==> config.mk <==
export PLATFORM = sky130hd
export DESIGN_NAME = balance_robot_cascade_pid_unit
export DESIGN_NICKNAME = d
export VERILOG_FILES = /design/src/bal_pkg.sv /design/src/balance_robot_cascade_pid_unit.sv
export SDC_FILE = /design/constraint.sdc
export NUM_CORES = 2
export LEC_CHECK = 0
export BUFFER_PORTS_ARGS = -buffer_cell sky130_fd_sc_hd__buf_2
export CAP_MARGIN = 20
export CORE_MARGIN = 8
export CORE_UTILIZATION = 65
export DETAILED_ROUTE_END_ITERATION = 10
export PLACE_DENSITY = 0.94
export SYNTH_ARGS = -nofsm -noshare
export SYNTH_HDL_FRONTEND = slang
export SYNTH_SLANG_ARGS = --single-unit
==> constraint.sdc <==
create_clock -name clk_i -period 20.9 [get_ports clk_i]
set_clock_uncertainty 0.15 [all_clocks]
set_input_delay 1.045 -clock clk_i [delete_from_list [all_inputs] [get_ports clk_i]]
set_output_delay 1.045 -clock clk_i [all_outputs]
set_load 0.05 [all_outputs]
==> src/bal_pkg.sv <==
// ----------------------------------------------------------------------------
// bal_pkg: shared types, constants and microcode for the balance controller
// Holds the datapath widths, the loop limits, the register map, the control
// word layout and the read-only program that sequences one control tick.
// ----------------------------------------------------------------------------
package bal_pkg;

  // loop limits
  localparam int PWM_LIMIT        = 7200;
  localparam int SPEED_TARGET_MAX = 20;
  localparam int TURN_TARGET_MAX  = 10;
  localparam int INTEGRAL_LIMIT   = 10000;
  localparam int TURN_STEP        = 30;
  localparam int GYRO_Y_OFFSET    = 4;
  localparam int LPF_NEW          = 41;
  localparam int LPF_OLD          = 215;

  // datapath widths
  localparam int MUL_W   = 18;              // multiplier operand
  localparam int PROD_W  = 2 * MUL_W;       // registered product
  localparam int ACC_W   = 44;              // accumulator
  localparam int ERR_W   = 18;              // speed error / filtered error
  localparam int INTEG_W = 15;              // clamped integral
  localparam int ISUM_W  = ERR_W + 1;       // integral before clamp
  localparam int TERM_W  = 28;              // speed, upright and turn terms
  localparam int SUM_W   = TERM_W + 2;      // motor sum before clamp
  localparam int OUT_W   = 14;              // motor drive field
  localparam int STEP_W  = 4;               // microprogram counter

  // configuration port
  localparam int CFG_ADDR_W = 5;
  localparam int CFG_DATA_W = 32;

  localparam logic [2:0] REG_MID_ANGLE      = 3'd0;
  localparam logic [2:0] REG_UPRIGHT_KP     = 3'd1;
  localparam logic [2:0] REG_UPRIGHT_KD     = 3'd2;
  localparam logic [2:0] REG_SPEED_KP       = 3'd3;
  localparam logic [2:0] REG_SPEED_KI       = 3'd4;
  localparam logic [2:0] REG_TURN_RATE_GAIN = 3'd5;
  localparam logic [2:0] REG_TURN_CMD_GAIN  = 3'd6;

  localparam logic signed [16:0] MID_ANGLE_RST      = -17'sd2560;
  localparam logic signed [17:0] UPRIGHT_KP_RST     = -18'sd61440;
  localparam logic signed [17:0] UPRIGHT_KD_RST     = -18'sd294;
  localparam logic signed [17:0] SPEED_KP_RST       = -18'sd51200;
  localparam logic signed [17:0] SPEED_KI_RST       = -18'sd256;
  localparam logic signed [17:0] TURN_RATE_GAIN_RST = 18'sd154;
  localparam logic signed [17:0] TURN_CMD_GAIN_RST  = -18'sd7680;

  // multiplier operand pair
  typedef enum logic [3:0] {
    MUL_NONE,
    MUL_LPF_NEW,    // 41 * err
    MUL_LPF_OLD,    // 215 * filtered error
    MUL_SPD_P,      // speed_kp * filtered error
    MUL_SPD_I,      // speed_ki * integral
    MUL_UPR_P,      // upright_kp * (pitch - mid_angle)
    MUL_UPR_D,      // upright_kd * (gyro_y + 4)
    MUL_TRN_RATE,   // turn_rate_gain * gyro_z
    MUL_TRN_CMD     // turn_cmd_gain * turn target
  } mul_e;

  // accumulator operation on the registered product
  typedef enum logic [1:0] {
    ACC_HOLD,
    ACC_LOAD,
    ACC_ADD,
    ACC_ADD_SH8
  } acc_e;

  // writeback destination
  typedef enum logic [2:0] {
    WB_NONE,
    WB_FILT,       // filtered error <- acc / 256
    WB_INTEG,      // integral update with clamp
    WB_SPEED,      // speed term <- acc / 256
    WB_UPRIGHT,    // upright term <- acc / 65536
    WB_TURN,       // turn term <- acc / 256
    WB_OUT         // motor drives to output register
  } wb_e;

  // sequencing
  typedef enum logic [1:0] {
    SEQ_NEXT,
    SEQ_JUMP,
    SEQ_JUMP_TURN,  // jump when a turn bit is held
    SEQ_DONE
  } seq_e;

  typedef struct packed {
    mul_e              mul;
    acc_e              acc;
    wb_e               wb;
    seq_e              seq;
    logic [STEP_W-1:0] target;
  } ucode_t;

  localparam logic [STEP_W-1:0] STEP_TURN_CMD = 4'd11;
  localparam logic [STEP_W-1:0] STEP_TURN_ACC = 4'd12;

  // Control program. The product of a step is in the product register at
  // the next step executed, where the accumulator picks it up.
  function automatic ucode_t ucode_rom(input logic [STEP_W-1:0] step);
    ucode_t w;
    w = '{mul: MUL_NONE, acc: ACC_HOLD, wb: WB_NONE, seq: SEQ_NEXT, target: '0};
    unique case (step)
      4'd0:  w.mul = MUL_LPF_NEW;
      4'd1:  begin w.mul = MUL_LPF_OLD; w.acc = ACC_LOAD; end
      4'd2:  w.acc = ACC_ADD;
      4'd3:  w.wb  = WB_FILT;
      4'd4:  begin w.mul = MUL_SPD_P; w.wb = WB_INTEG; end
      4'd5:  begin w.mul = MUL_SPD_I; w.acc = ACC_LOAD; end
      4'd6:  begin w.mul = MUL_UPR_P; w.acc = ACC_ADD; end
      4'd7:  begin w.mul = MUL_UPR_D; w.acc = ACC_LOAD; w.wb = WB_SPEED; end
      4'd8:  w.acc = ACC_ADD_SH8;
      4'd9:  begin w.wb = WB_UPRIGHT; w.seq = SEQ_JUMP_TURN; w.target = STEP_TURN_CMD; end
      4'd10: begin w.mul = MUL_TRN_RATE; w.seq = SEQ_JUMP; w.target = STEP_TURN_ACC; end
      4'd11: w.mul = MUL_TRN_CMD;
      4'd12: w.acc = ACC_LOAD;
      4'd13: w.wb  = WB_TURN;
      4'd14: begin w.wb = WB_OUT; w.seq = SEQ_DONE; end
      default: w.seq = SEQ_DONE;
    endcase
    return w;
  endfunction

  // clamp a motor sum to +-PWM_LIMIT and take the output field bits
  function automatic logic signed [OUT_W-1:0] clamp_pwm(input logic signed [SUM_W-1:0] v);
    logic signed [SUM_W-1:0] lim;
    logic signed [SUM_W-1:0] r;
    lim = SUM_W'(PWM_LIMIT);
    if (v > lim) r = lim;
    else if (v < -lim) r = -lim;
    else r = v;
    return r[OUT_W-1:0];
  endfunction

endpackage

==> src/balance_robot_cascade_pid_unit.sv <==
// ----------------------------------------------------------------------------
// balance_robot_cascade_pid_unit: two-wheel balance controller
// Upright PD, speed PI and turn loops, sequenced by a microprogram over one
// shared 18x18 multiplier and a wide accumulator; one item per control tick.
//
//   channel   dir   handshake                  payload
//   in        in    in_valid_i / in_stall_o    encoders, pitch, gyros, cmd bits
//   out       out   out_valid_o / out_stall_i  motor_left_o, motor_right_o
//   cfg       in    APB psel/penable/pready    seven gain and offset registers
//
// An item runs from the accept through 14 microprogram steps on either
// side of the turn jump, set by the seven products that go one after
// another through the single multiplier; the input stalls while they run.
// The last step loads the result. Reset restores the register defaults and
// clears the loop state. A new item is taken while a result waits in the
// output register; the last step holds until that register is free.
// ----------------------------------------------------------------------------
module balance_robot_cascade_pid_unit
  import bal_pkg::*;
(
  input  logic                         clk_i,
  input  logic                         rst_ni,
  // input items
  input  logic                         in_valid_i,
  output logic                         in_stall_o,
  input  logic signed [15:0]           enc_left_raw_i,
  input  logic signed [15:0]           enc_right_i,
  input  logic signed [16:0]           pitch_i,
  input  logic signed [15:0]           gyro_y_i,
  input  logic signed [15:0]           gyro_z_i,
  input  logic                         fore_i,
  input  logic                         back_i,
  input  logic                         turn_left_i,
  input  logic                         turn_right_i,
  input  logic                         clear_integral_i,
  // result items
  output logic                         out_valid_o,
  input  logic                         out_stall_i,
  output logic signed [OUT_W-1:0]      motor_left_o,
  output logic signed [OUT_W-1:0]      motor_right_o,
  // configuration
  input  logic                         psel,
  input  logic                         penable,
  input  logic                         pwrite,
  input  logic [CFG_ADDR_W-1:0]        paddr,
  input  logic [CFG_DATA_W-1:0]        pwdata,
  output logic [CFG_DATA_W-1:0]        prdata,
  output logic                         pready
);

  localparam logic signed [6:0]  ST_MAX  = 7'(SPEED_TARGET_MAX);
  localparam logic signed [7:0]  TT_MAX  = 8'(TURN_TARGET_MAX);
  localparam logic signed [7:0]  TT_STEP = 8'(TURN_STEP);
  localparam logic signed [ISUM_W-1:0]  ISUM_LIM = ISUM_W'(INTEGRAL_LIMIT);
  localparam logic signed [INTEG_W-1:0] INTEG_LIM = INTEG_W'(INTEGRAL_LIMIT);
  localparam logic signed [OUT_W-1:0]   OUT_LIM = OUT_W'(PWM_LIMIT);

  // --------------------------------------------------------------------------
  // configuration registers
  // --------------------------------------------------------------------------
  logic signed [16:0] mid_angle_q;
  logic signed [17:0] upright_kp_q, upright_kd_q, speed_kp_q, speed_ki_q;
  logic signed [17:0] turn_rate_gain_q, turn_cmd_gain_q;
  logic               cfg_we;
  logic [2:0]         cfg_idx;

  assign pready  = 1'b1;
  assign cfg_we  = psel && penable && pwrite;
  assign cfg_idx = paddr[4:2];

  always_ff @(posedge clk_i or negedge rst_ni) begin
    if (!rst_ni) begin
      mid_angle_q      <= MID_ANGLE_RST;
      upright_kp_q     <= UPRIGHT_KP_RST;
      upright_kd_q     <= UPRIGHT_KD_RST;
      speed_kp_q       <= SPEED_KP_RST;
      speed_ki_q       <= SPEED_KI_RST;
      turn_rate_gain_q <= TURN_RATE_GAIN_RST;
      turn_cmd_gain_q  <= TURN_CMD_GAIN_RST;
    end else if (cfg_we) begin
      unique case (cfg_idx)
        REG_MID_ANGLE:      mid_angle_q      <= pwdata[16:0];
        REG_UPRIGHT_KP:     upright_kp_q     <= pwdata[17:0];
        REG_UPRIGHT_KD:     upright_kd_q     <= pwdata[17:0];
        REG_SPEED_KP:       speed_kp_q       <= pwdata[17:0];
        REG_SPEED_KI:       speed_ki_q       <= pwdata[17:0];
        REG_TURN_RATE_GAIN: turn_rate_gain_q <= pwdata[17:0];
        REG_TURN_CMD_GAIN:  turn_cmd_gain_q  <= pwdata[17:0];
        default: ;  // no register here
      endcase
    end
  end

  // register readback, sign extended
  always_comb begin
    unique case (cfg_idx)
      REG_MID_ANGLE:      prdata = CFG_DATA_W'(mid_angle_q);
      REG_UPRIGHT_KP:     prdata = CFG_DATA_W'(upright_kp_q);
      REG_UPRIGHT_KD:     prdata = CFG_DATA_W'(upright_kd_q);
      REG_SPEED_KP:       prdata = CFG_DATA_W'(speed_kp_q);
      REG_SPEED_KI:       prdata = CFG_DATA_W'(speed_ki_q);
      REG_TURN_RATE_GAIN: prdata = CFG_DATA_W'(turn_rate_gain_q);
      REG_TURN_CMD_GAIN:  prdata = CFG_DATA_W'(turn_cmd_gain_q);
      default:            prdata = '0;
    endcase
  end

  // --------------------------------------------------------------------------
  // item accept: target ramps and operand preparation
  // --------------------------------------------------------------------------
  logic                     busy_q;
  logic                     in_acc;
  logic signed [5:0]        speed_target_q, speed_target_d;
  logic signed [4:0]        turn_target_q, turn_target_d;
  logic signed [5:0]        st_hold;
  logic signed [4:0]        tt_hold;
  logic signed [6:0]        st_sum;
  logic signed [7:0]        tt_sum;
  logic signed [ERR_W-1:0]  err_d, err_q;
  logic signed [17:0]       diff_d, diff_q;
  logic signed [16:0]       gyp_d, gyp_q;
  logic signed [15:0]       gz_q;
  logic                     turning_q, clr_q;

  assign in_stall_o = busy_q;
  assign in_acc     = in_valid_i && !busy_q;

  always_comb begin
    // speed target: drop to zero with no drive bit, then step and clamp
    st_hold = (fore_i || back_i) ? speed_target_q : '0;
    st_sum  = {st_hold[5], st_hold};
    if (fore_i) st_sum = st_sum + 7'sd1;
    if (back_i) st_sum = st_sum - 7'sd1;
    if (st_sum > ST_MAX) st_sum = ST_MAX;
    else if (st_sum < -ST_MAX) st_sum = -ST_MAX;
    speed_target_d = st_sum[5:0];

    // turn target, same pattern with a step of TURN_STEP
    tt_hold = (turn_left_i || turn_right_i) ? turn_target_q : '0;
    tt_sum  = {{3{tt_hold[4]}}, tt_hold};
    if (turn_left_i)  tt_sum = tt_sum + TT_STEP;
    if (turn_right_i) tt_sum = tt_sum - TT_STEP;
    if (tt_sum > TT_MAX) tt_sum = TT_MAX;
    else if (tt_sum < -TT_MAX) tt_sum = -TT_MAX;
    turn_target_d = tt_sum[4:0];

    // wheel speed error against the new target (left encoder negated)
    err_d = {{2{enc_right_i[15]}}, enc_right_i}
          - {{2{enc_left_raw_i[15]}}, enc_left_raw_i}
          - {{12{speed_target_d[5]}}, speed_target_d};
    diff_d = {pitch_i[16], pitch_i} - {mid_angle_q[16], mid_angle_q};
    gyp_d  = {gyro_y_i[15], gyro_y_i} + 17'(GYRO_Y_OFFSET);
  end

  // --------------------------------------------------------------------------
  // microprogram sequencer
  // --------------------------------------------------------------------------
  logic [STEP_W-1:0] step_q;
  ucode_t            cw;
  logic              out_valid_q;
  logic              out_blocked;
  logic              adv;

  assign cw          = ucode_rom(step_q);
  assign out_blocked = (cw.wb == WB_OUT) && out_valid_q && out_stall_i;
  assign adv         = busy_q && !out_blocked;

  always_ff @(posedge clk_i or negedge rst_ni) begin
    if (!rst_ni) begin
      busy_q <= 1'b0;
      step_q <= '0;
    end else if (in_acc) begin
      busy_q <= 1'b1;
      step_q <= '0;
    end else if (adv) begin
      unique case (cw.seq)
        SEQ_NEXT:      step_q <= step_q + STEP_W'(1);
        SEQ_JUMP:      step_q <= cw.target;
        SEQ_JUMP_TURN: step_q <= turning_q ? cw.target : step_q + STEP_W'(1);
        SEQ_DONE:      busy_q <= 1'b0;
        default:       busy_q <= 1'b0;
      endcase
    end
  end

  // loop state and operand registers loaded at accept
  always_ff @(posedge clk_i or negedge rst_ni) begin
    if (!rst_ni) begin
      speed_target_q <= '0;
      turn_target_q  <= '0;
    end else if (in_acc) begin
      speed_target_q <= speed_target_d;
      turn_target_q  <= turn_target_d;
    end
  end

  always_ff @(posedge clk_i) begin
    if (in_acc) begin
      err_q     <= err_d;
      diff_q    <= diff_d;
      gyp_q     <= gyp_d;
      gz_q      <= gyro_z_i;
      turning_q <= turn_left_i || turn_right_i;
      clr_q     <= clear_integral_i;
    end
  end

  // --------------------------------------------------------------------------
  // shared multiplier with product register
  // --------------------------------------------------------------------------
  logic signed [MUL_W-1:0]  mul_a, mul_b;
  logic signed [PROD_W-1:0] prod_q;
  logic signed [ERR_W-1:0]  fe_q;
  logic signed [INTEG_W-1:0] integ_q;

  always_comb begin
    unique case (cw.mul)
      MUL_LPF_NEW:  begin mul_a = MUL_W'(LPF_NEW);  mul_b = err_q; end
      MUL_LPF_OLD:  begin mul_a = MUL_W'(LPF_OLD);  mul_b = fe_q; end
      MUL_SPD_P:    begin mul_a = speed_kp_q;       mul_b = fe_q; end
      MUL_SPD_I:    begin
        mul_a = speed_ki_q;
        mul_b = {{(MUL_W-INTEG_W){integ_q[INTEG_W-1]}}, integ_q};
      end
      MUL_UPR_P:    begin mul_a = upright_kp_q;     mul_b = diff_q; end
      MUL_UPR_D:    begin mul_a = upright_kd_q;     mul_b = {gyp_q[16], gyp_q}; end
      MUL_TRN_RATE: begin mul_a = turn_rate_gain_q; mul_b = {{2{gz_q[15]}}, gz_q}; end
      MUL_TRN_CMD:  begin
        mul_a = turn_cmd_gain_q;
        mul_b = {{(MUL_W-5){turn_target_q[4]}}, turn_target_q};
      end
      default:      begin mul_a = '0; mul_b = '0; end
    endcase
  end

  // 18x18 signed operands, sign extended to the product width
  always_ff @(posedge clk_i) begin
    if (adv) prod_q <= PROD_W'(mul_a) * PROD_W'(mul_b);
  end

  // --------------------------------------------------------------------------
  // accumulator and truncating scale-down
  // --------------------------------------------------------------------------
  logic signed [ACC_W-1:0] acc_q, prod_ext, bias, rnd, quo;

  assign prod_ext = {{(ACC_W-PROD_W){prod_q[PROD_W-1]}}, prod_q};

  always_ff @(posedge clk_i) begin
    if (adv) begin
      unique case (cw.acc)
        ACC_LOAD:    acc_q <= prod_ext;
        ACC_ADD:     acc_q <= acc_q + prod_ext;
        ACC_ADD_SH8: acc_q <= acc_q + (prod_ext <<< 8);
        default:     acc_q <= acc_q;
      endcase
    end
  end

  // divide by 256 or 65536, rounding toward zero
  always_comb begin
    bias = (cw.wb == WB_UPRIGHT) ? ACC_W'(17'h0FFFF) : ACC_W'(17'h000FF);
    rnd  = acc_q + (acc_q[ACC_W-1] ? bias : '0);
    quo  = (cw.wb == WB_UPRIGHT) ? (rnd >>> 16) : (rnd >>> 8);
  end

  // --------------------------------------------------------------------------
  // writeback: filter, integral, loop terms
  // --------------------------------------------------------------------------
  logic signed [ISUM_W-1:0] isum, iclamp;
  logic signed [TERM_W-1:0] speed_term_q, upright_term_q, turn_term_q;

  always_comb begin
    isum = {{(ISUM_W-INTEG_W){integ_q[INTEG_W-1]}}, integ_q} + {fe_q[ERR_W-1], fe_q};
    if (isum >= ISUM_LIM) iclamp = ISUM_LIM;
    else if (isum < -ISUM_LIM) iclamp = -ISUM_LIM;
    else iclamp = isum;
    if (clr_q) iclamp = '0;
  end

  always_ff @(posedge clk_i or negedge rst_ni) begin
    if (!rst_ni) begin
      fe_q    <= '0;
      integ_q <= '0;
    end else if (adv) begin
      if (cw.wb == WB_FILT)  fe_q    <= quo[ERR_W-1:0];
      if (cw.wb == WB_INTEG) integ_q <= iclamp[INTEG_W-1:0];
    end
  end

  always_ff @(posedge clk_i) begin
    if (adv) begin
      if (cw.wb == WB_SPEED)   speed_term_q   <= quo[TERM_W-1:0];
      if (cw.wb == WB_UPRIGHT) upright_term_q <= quo[TERM_W-1:0];
      if (cw.wb == WB_TURN)    turn_term_q    <= quo[TERM_W-1:0];
    end
  end

  // --------------------------------------------------------------------------
  // motor mix and output register
  // --------------------------------------------------------------------------
  logic signed [SUM_W-1:0]  base, sum_l, sum_r;
  logic signed [OUT_W-1:0]  motor_left_q, motor_right_q;
  logic                     out_load;

  assign base     = SUM_W'(upright_term_q) + SUM_W'(speed_term_q);
  assign sum_l    = base - SUM_W'(turn_term_q);
  assign sum_r    = base + SUM_W'(turn_term_q);
  assign out_load = adv && (cw.wb == WB_OUT);

  always_ff @(posedge clk_i or negedge rst_ni) begin
    if (!rst_ni) begin
      out_valid_q <= 1'b0;
    end else if (out_load) begin
      out_valid_q <= 1'b1;
    end else if (!out_stall_i) begin
      out_valid_q <= 1'b0;
    end
  end

  always_ff @(posedge clk_i) begin
    if (out_load) begin
      motor_left_q  <= clamp_pwm(sum_l);
      motor_right_q <= clamp_pwm(sum_r);
    end
  end

  assign out_valid_o   = out_valid_q;
  assign motor_left_o  = motor_left_q;
  assign motor_right_o = motor_right_q;

  // --------------------------------------------------------------------------
  // assertions
  // --------------------------------------------------------------------------
  // a waiting result is never overwritten
  a_no_overwrite: assert property (@(posedge clk_i) disable iff (!rst_ni)
    out_load |-> !(out_valid_q && out_stall_i))
    else $error("output register loaded while a result waits");

  // an accepted item starts the program at its first step
  a_start: assert property (@(posedge clk_i) disable iff (!rst_ni)
    in_acc |=> (busy_q && step_q == '0))
    else $error("program did not start at step zero");

  // integral stays inside its clamp
  a_integ: assert property (@(posedge clk_i) disable iff (!rst_ni)
    (integ_q <= INTEG_LIM) && (integ_q >= -INTEG_LIM))
    else $error("speed integral out of range");

  // ramped targets stay inside their clamps
  a_targets: assert property (@(posedge clk_i) disable iff (!rst_ni)
    (speed_target_q <= 6'(SPEED_TARGET_MAX)) && (speed_target_q >= -6'(SPEED_TARGET_MAX))
    && (turn_target_q <= 5'(TURN_TARGET_MAX)) && (turn_target_q >= -5'(TURN_TARGET_MAX)))
    else $error("drive target out of range");

  // delivered drives respect the PWM limit
  a_pwm: assert property (@(posedge clk_i) disable iff (!rst_ni)
    out_valid_o |-> ((motor_left_o <= OUT_LIM) && (motor_left_o >= -OUT_LIM)
                     && (motor_right_o <= OUT_LIM) && (motor_right_o >= -OUT_LIM)))
    else $error("motor drive beyond PWM limit");

endmodule

Yosys cells after proc, flatten, opt, wreduce, memory -nomap -nowiden
Cells that the tools add are included.
{"block": "word_totals", "inputBits": 130, "register_bits": 438, "wordCells": 172}
{"block": "op_classes", "mul": 1, "muxes": 36, "order_cmp": 10, "n_reduce_logical": 39, "n_eq_ne": 41, "add_sub_neg": 16}
{"op": "$pmux 32 s7", "n": 1}
{"op": "$pmux 18 s8", "n": 1}
{"op": "$pmux 44 s3", "n": 1}
{"op": "$pmux 18 s7", "n": 1}
{"op": "$gt 30x14->1 const B", "n": 2}
{"op": "$lt 30x14->1 const B", "n": 2}
{"op": "$mux 15", "n": 3}
{"op": "$add 44x16->44", "n": 1}
{"op": "$add 44x36->44", "n": 1}
{"op": "$add 44x44->44", "n": 1}
{"op": "$mul 18x18->36", "n": 1}
{"op": "$eq 4x3->1 const B", "n": 8}
{"op": "$eq 4x4->1 const B", "n": 8}
{"op": "$mux 16", "n": 2}
{"op": "$pmux 4 s8", "n": 1}
{"op": "$add 29x28->30", "n": 1}
{"op": "$reduce_and 2->1", "n": 15}
{"op": "$sub 29x28->30", "n": 1}
{"op": "$add 28x28->29", "n": 1}
{"op": "$mux 14", "n": 2}
{"op": "$mux 28", "n": 1}
{"op": "$add 15x18->19", "n": 1}
{"op": "$ge 19x15->1 const B", "n": 1}
{"op": "$lt 19x15->1 const B", "n": 1}
{"op": "43 further kinds", "n": 85}

Depth between registers and ports, before layout
{"block": "depth", "ltp_word": 10, "depth_mapped": 40, "depth_no_buf": 35}

Worst setup path after synthesis
Ideal clock, no wire load.
{"block": "synth_timing", "path_kind": "reg2reg", "startpoint": "register step_q[0]", "endpoint": "register prod_q[34] (data pin)", "path_stages_with_launch": 35, "arrival_time_ns": 8.907, "slack_ns": 11.576, "setup_time_ns": 0.268, "n_path_buf": 4, "cell_sequence": "dfrtp_1 > inv_1 > ha_1 > buf_2 > inv_1 > o21ai_0 > o311ai_0 > clkbuf_1 > clkbuf_1 > mux2i_1 > o21ai_0 > a221oi_1 > clkbuf_1 > nor2_1 > fa_1 > inv_1 > fa_1 > fa_1 > inv_1 > fa_1 > fa_1 > inv_1 > fa_1 > inv_1 > ha_1 > nand3_1 > a211o_1 > and4b_1 > o311ai_0 > a41o_1 > nand4_1 > o2bb2ai_1 > o211ai_1 > o311ai_0 > xnor2_1"}
{"block": "synth_between", "elab_chain_cells": 6, "elab_cells_between_ends": 21, "classes_between": "mul: 1; eq/ne: 15; mux: 3; reduce/logical: 2"}
{"element": "start, declared", "line_no": "balance_robot_cascade_pid_unit.sv:158", "rtl": "logic [STEP_W-1:0] step_q;"}
{"element": "start signal, assigned", "line_no": "balance_robot_cascade_pid_unit.sv:177", "rtl": "SEQ_NEXT: step_q <= step_q + STEP_W'(1);"}
{"element": "start signal, assigned", "line_no": "balance_robot_cascade_pid_unit.sv:178", "rtl": "SEQ_JUMP: step_q <= cw.target;"}
{"element": "start signal, assigned", "line_no": "balance_robot_cascade_pid_unit.sv:179", "rtl": "SEQ_JUMP_TURN: step_q <= turning_q ? cw.target : step_q + STEP_W'(1);"}
{"element": "$eq 4x4->1 (tied with other cells)", "line_no": "bal_pkg.sv:106", "rtl": "unique case (step)"}
{"element": "$pmux 4 s8 (*)", "line_no": "bal_pkg.sv:106"}
{"element": "$eq 4x2->1", "line_no": "balance_robot_cascade_pid_unit.sv:217", "rtl": "unique case (cw.mul)"}
{"element": "$reduce_or 2->1 (no line)"}
{"element": "$pmux 18 s7", "line_no": "balance_robot_cascade_pid_unit.sv:217"}
{"element": "$mul 18x18->36 (*)", "line_no": "balance_robot_cascade_pid_unit.sv:238", "rtl": "if (adv) prod_q <= PROD_W'(mul_a) * PROD_W'(mul_b);"}
{"element": "end signal, assigned", "line_no": "balance_robot_cascade_pid_unit.sv:238"}
{"element": "end, declared", "line_no": "balance_robot_cascade_pid_unit.sv:212", "rtl": "logic signed [PROD_W-1:0] prod_q;"}
Every way passes the cells marked *; elsewhere a longest branch is shown, timed or not.
A chain may end at the register's enable or synchronous reset.

Worst setup path in the final report
{"block": "layout_timing", "startpoint": "register step_q[0]", "endpoint": "register prod_q[35] (data pin)"}
Same word-level chain as after synthesis.

==> results.md <==
- The run finished with clean final reports.
- The startpoint identified for the worst register-to-register timing path is step_q[0].
- For this block, the via count after detailed routing is 39.2k.
- The worst slack on hold paths is 0.356 ns.
- The initial antenna violation count is 9.
- The clock edge transition at the registers on the reported setup and hold paths is 0.06 ns.
- During I/O placement, the number of pins put on the boundary was 193.
- STA classifies the critical path startpoint as a flop.
- The latest clock arrival within the worst-skew pair is 0.64 ns.
- The number of buffers inserted by post-CTS setup repair is 0.
- Of all flip-flops after synthesis, the portion carrying an async set or reset was 0.400.
- The pin count of the biggest net entering global routing is 102.
- The total negative setup slack is 0 ns.
- The measured slew at the worst slew-check pin is 1.31 ns.
- Based on the critical path, the design can be clocked at up to 83.5 MHz.
- The smallest clock period supported by the final layout is computed as 11.97 ns.
- The core area is 68200 sq um.
- In the final routed layout, each cell accounts on average for 23.5 um.
- The path category of the worst min-delay check is input pin to async pin.
- The final number of setup-violating endpoints is 0.
- The slowest stage of the critical path is the sky130_fd_sc_hd__o311a_1 cell.
- In the final layout, the share of cells above drive strength 1 is 0.118.
- The ratio of routed vias to standard cells is 6.80.
- Synthesis inferred 438 register bits.
- For this run the aggregate overflow at the end of global routing stands at 0.
- For this run, design rule violations remaining after detail routing come to 0.
- For this design, the sink count on the clock tree is 438.
- Among the stages of the critical path, the cell type that occurs most often is sky130_fd_sc_hd__inv_1.
- Leaving out fill and tap cells, the most frequent cells in the layout are sky130_fd_sc_hd__inv_1 (595), sky130_fd_sc_hd__nand2_1 (455), sky130_fd_sc_hd__nor2_1 (364).
- The worst slew margin relative to its limit is 0.130.
- The count of nets left with antenna violations once routing finished came out at 0.
- On the worst path, the slowest cell contributes a delay of 1.15 ns.
- The total of fill cells in the finished design is 4397.
- The TritonCTS clock tree is done.
- In this run the worst setup path begins at step_q[0].
- The initial core utilization is 0.653.
- The worst setup slack before clock tree synthesis is 9.67 ns.
- Hold repair after CTS inserted 0 buffers.
- Synthesis produced a netlist whose cell count is 4742.
- The initialized floorplan defines 96 standard-cell rows.
- The total of cells resized after clock tree synthesis is 0.
- The first-iteration detailed-routing DRC count is 5252.
- Counting flops with a built-in enable in the synthesized netlist gives 263.
- Among all flip-flop cells after synthesis, the most frequent one is sky130_fd_sc_hd__edfxtp_1.
- The worst setup path category is flop to flop.
- The first-pass GRT wire length is 213000 um.
- After synthesis, the cell types taking the most area are sky130_fd_sc_hd__edfxtp_1 (18%), sky130_fd_sc_hd__fa_1 (16%), sky130_fd_sc_hd__ha_1 (9.6%).
- For the worst setup path, the data required time is 21.10 ns.
- The highest fanout seen on the critical path is 17.
- The area overhead of the layout relative to synthesis is 7.77%.
- Averaged over all synthesized cells, the footprint is 9.40 sq um.
- The tree is rooted in a sky130_fd_sc_hd__clkbuf_16.
- The number of H-tree levels is 2.
- Buffers placed on the I/O ports in this run total 175.
- For this run, the register share of the synthesized area comes to 0.277.
- Detailed placement finished with a half-perimeter wire length of 95500 um.
- Synthesis instantiated 98 different standard cells from the library.
- The fraction of post-synthesis cell area in the top cell type by area is 0.177.
- In the post-route analysis, the smallest setup slack over all paths is 8.93 ns.
- The floorplan step defined a die boundary enclosing 77200 sq um.
- Max-cap violations in this run came to 0.
- The arrival time at the worst endpoint is 12.17 ns.
- Together, buffers and inverters on the worst path number 8.
- The synthesized netlist occupies a cell area of 44600 sq um.
- The count of warnings emitted by yosys is 0.
- The number of optimization iterations in the first detailed-route pass is 9.
- The cell class contributing the biggest share of worst-path delay is compound AO/OA/AOI/OAI gates.
- The number of global-route vias before repair is 40.4k.
- The number of max-slew violations in the final report is 0.
- Setup repair after global routing left no endpoint under its margin.
- The synthesized design spends more area on one cell type than any other, namely sky130_fd_sc_hd__edfxtp_1.
- Summed over all layers, the routed wires come to 136000 um.
- In the final design database the tool counted 5667 nets.
- Dividing the final minimum period by the clock period gives 0.573.
- The die is 278 um wide.
- The number of nets in the synthesized netlist is 5567.
- The clock passes through at most 3 buffers.
- The worst setup path is captured at a flop.
- The routability congestion estimate from global placement is 0.995.
- Measured along the y axis, the die boundary spans 278 um.
- Across every metal layer, demand over resource in global routing totals 0.343.
- In this run, CTS created clock tree buffers numbering 49.
- The library cell used most frequently in the layout, excluding fill and tap cells, is sky130_fd_sc_hd__inv_1.
- Once layout is complete, the utilization of the core stands at 0.704.
- The total count of hold-check failures in the final report is 0.
registers in the layout, indices dropped and copies added (netlist names), 28 cells and up:
register,flops
acc_q,44
turn_term_q,28
speed_term_q,28
prod_q,36
upright_term_q,28
cells by family after synthesis:
group	Yosys count	share of synthesized area
simple gates	1309	0.137
compound gates	1051	0.157
buf+inv	775	0.0682
fa+ha+maj	695	0.255
flops	438	0.277
xor+xnor	250	0.0491
mux	223	0.0572
other cells	1	0.0000841
metal layers:
metal | vias to the layer above | global-route usage | wire length [um] | part of all wire
li1 | 16700 | - | - | -
met2 | 3000 | 0.552 | 61800 | 0.46
met4 | 12 | 0.226 | 11000 | 0.081
met3 | 991 | 0.130 | 17700 | 0.13
met1 | 18600 | 0.375 | 44800 | 0.33
met5 | - | 0.0250 | 307 | 0.0023
area by class of cell:
class / instances / area, sq um / area share
Antenna cell: 9 / 22.5 / 0.000469
Inverter: 598 / 2240 / 0.0467
Tap cell: 882 / 1100 / 0.0230
Clock inverter: 23 / 308 / 0.00641
Sequential cell: 438 / 12300 / 0.257
Clock buffer: 69 / 1460 / 0.0303
Multi-Input combinational cell: 3529 / 29300 / 0.610
Timing Repair Buffer: 226 / 1280 / 0.0266
through the flow:
stage / instance area (sq um) / instances
after floorplan: 44600 / 4742
after global placement: 46200 / 5668
after detailed placement: 46200 / 5668
after CTS: 48000 / 5760
after global routing: 48000 / 5769
final: 48000 / 5774
Yosys cell counts, drive strengths merged (29+ instances only):
master / count
fa: 353
dfrtp: 126
dfstp: 49
o31ai: 30
buf: 51
nand2b: 57
nor2: 370
o21a: 45
and2: 36
o21ai: 249
and3: 29
ha: 342
mux2i: 76
a21oi: 246
a211oi: 49
a22oi: 31
nor3: 66
nor2b: 37
mux2: 135
nand3: 82
nand4: 48
o21bai: 38
xnor2: 172
a31oi: 33
a21o: 98
nand2: 456
inv: 598
xor2: 78
or3: 31
edfxtp: 263
clkbuf: 126
final timing paths:
path / slack (ns) / cells past startpoint / end
worst max register to register: 8.93 / 34 / prod_q[35]
worst min-delay path: 0.36 / 1 / mid_angle_q[7]
worst min register to register: 0.36 / 2 / out_valid_o
max in group asynchronous: 18.63 / 2 / step_q[0]
worst max-delay path: 8.93 / 34 / prod_q[35]
min in group clk_i: 0.36 / 2 / out_valid_o
Power is not shown: default switching activity piles up to over one toggle a cycle in this logic, so the estimate is an artifact.
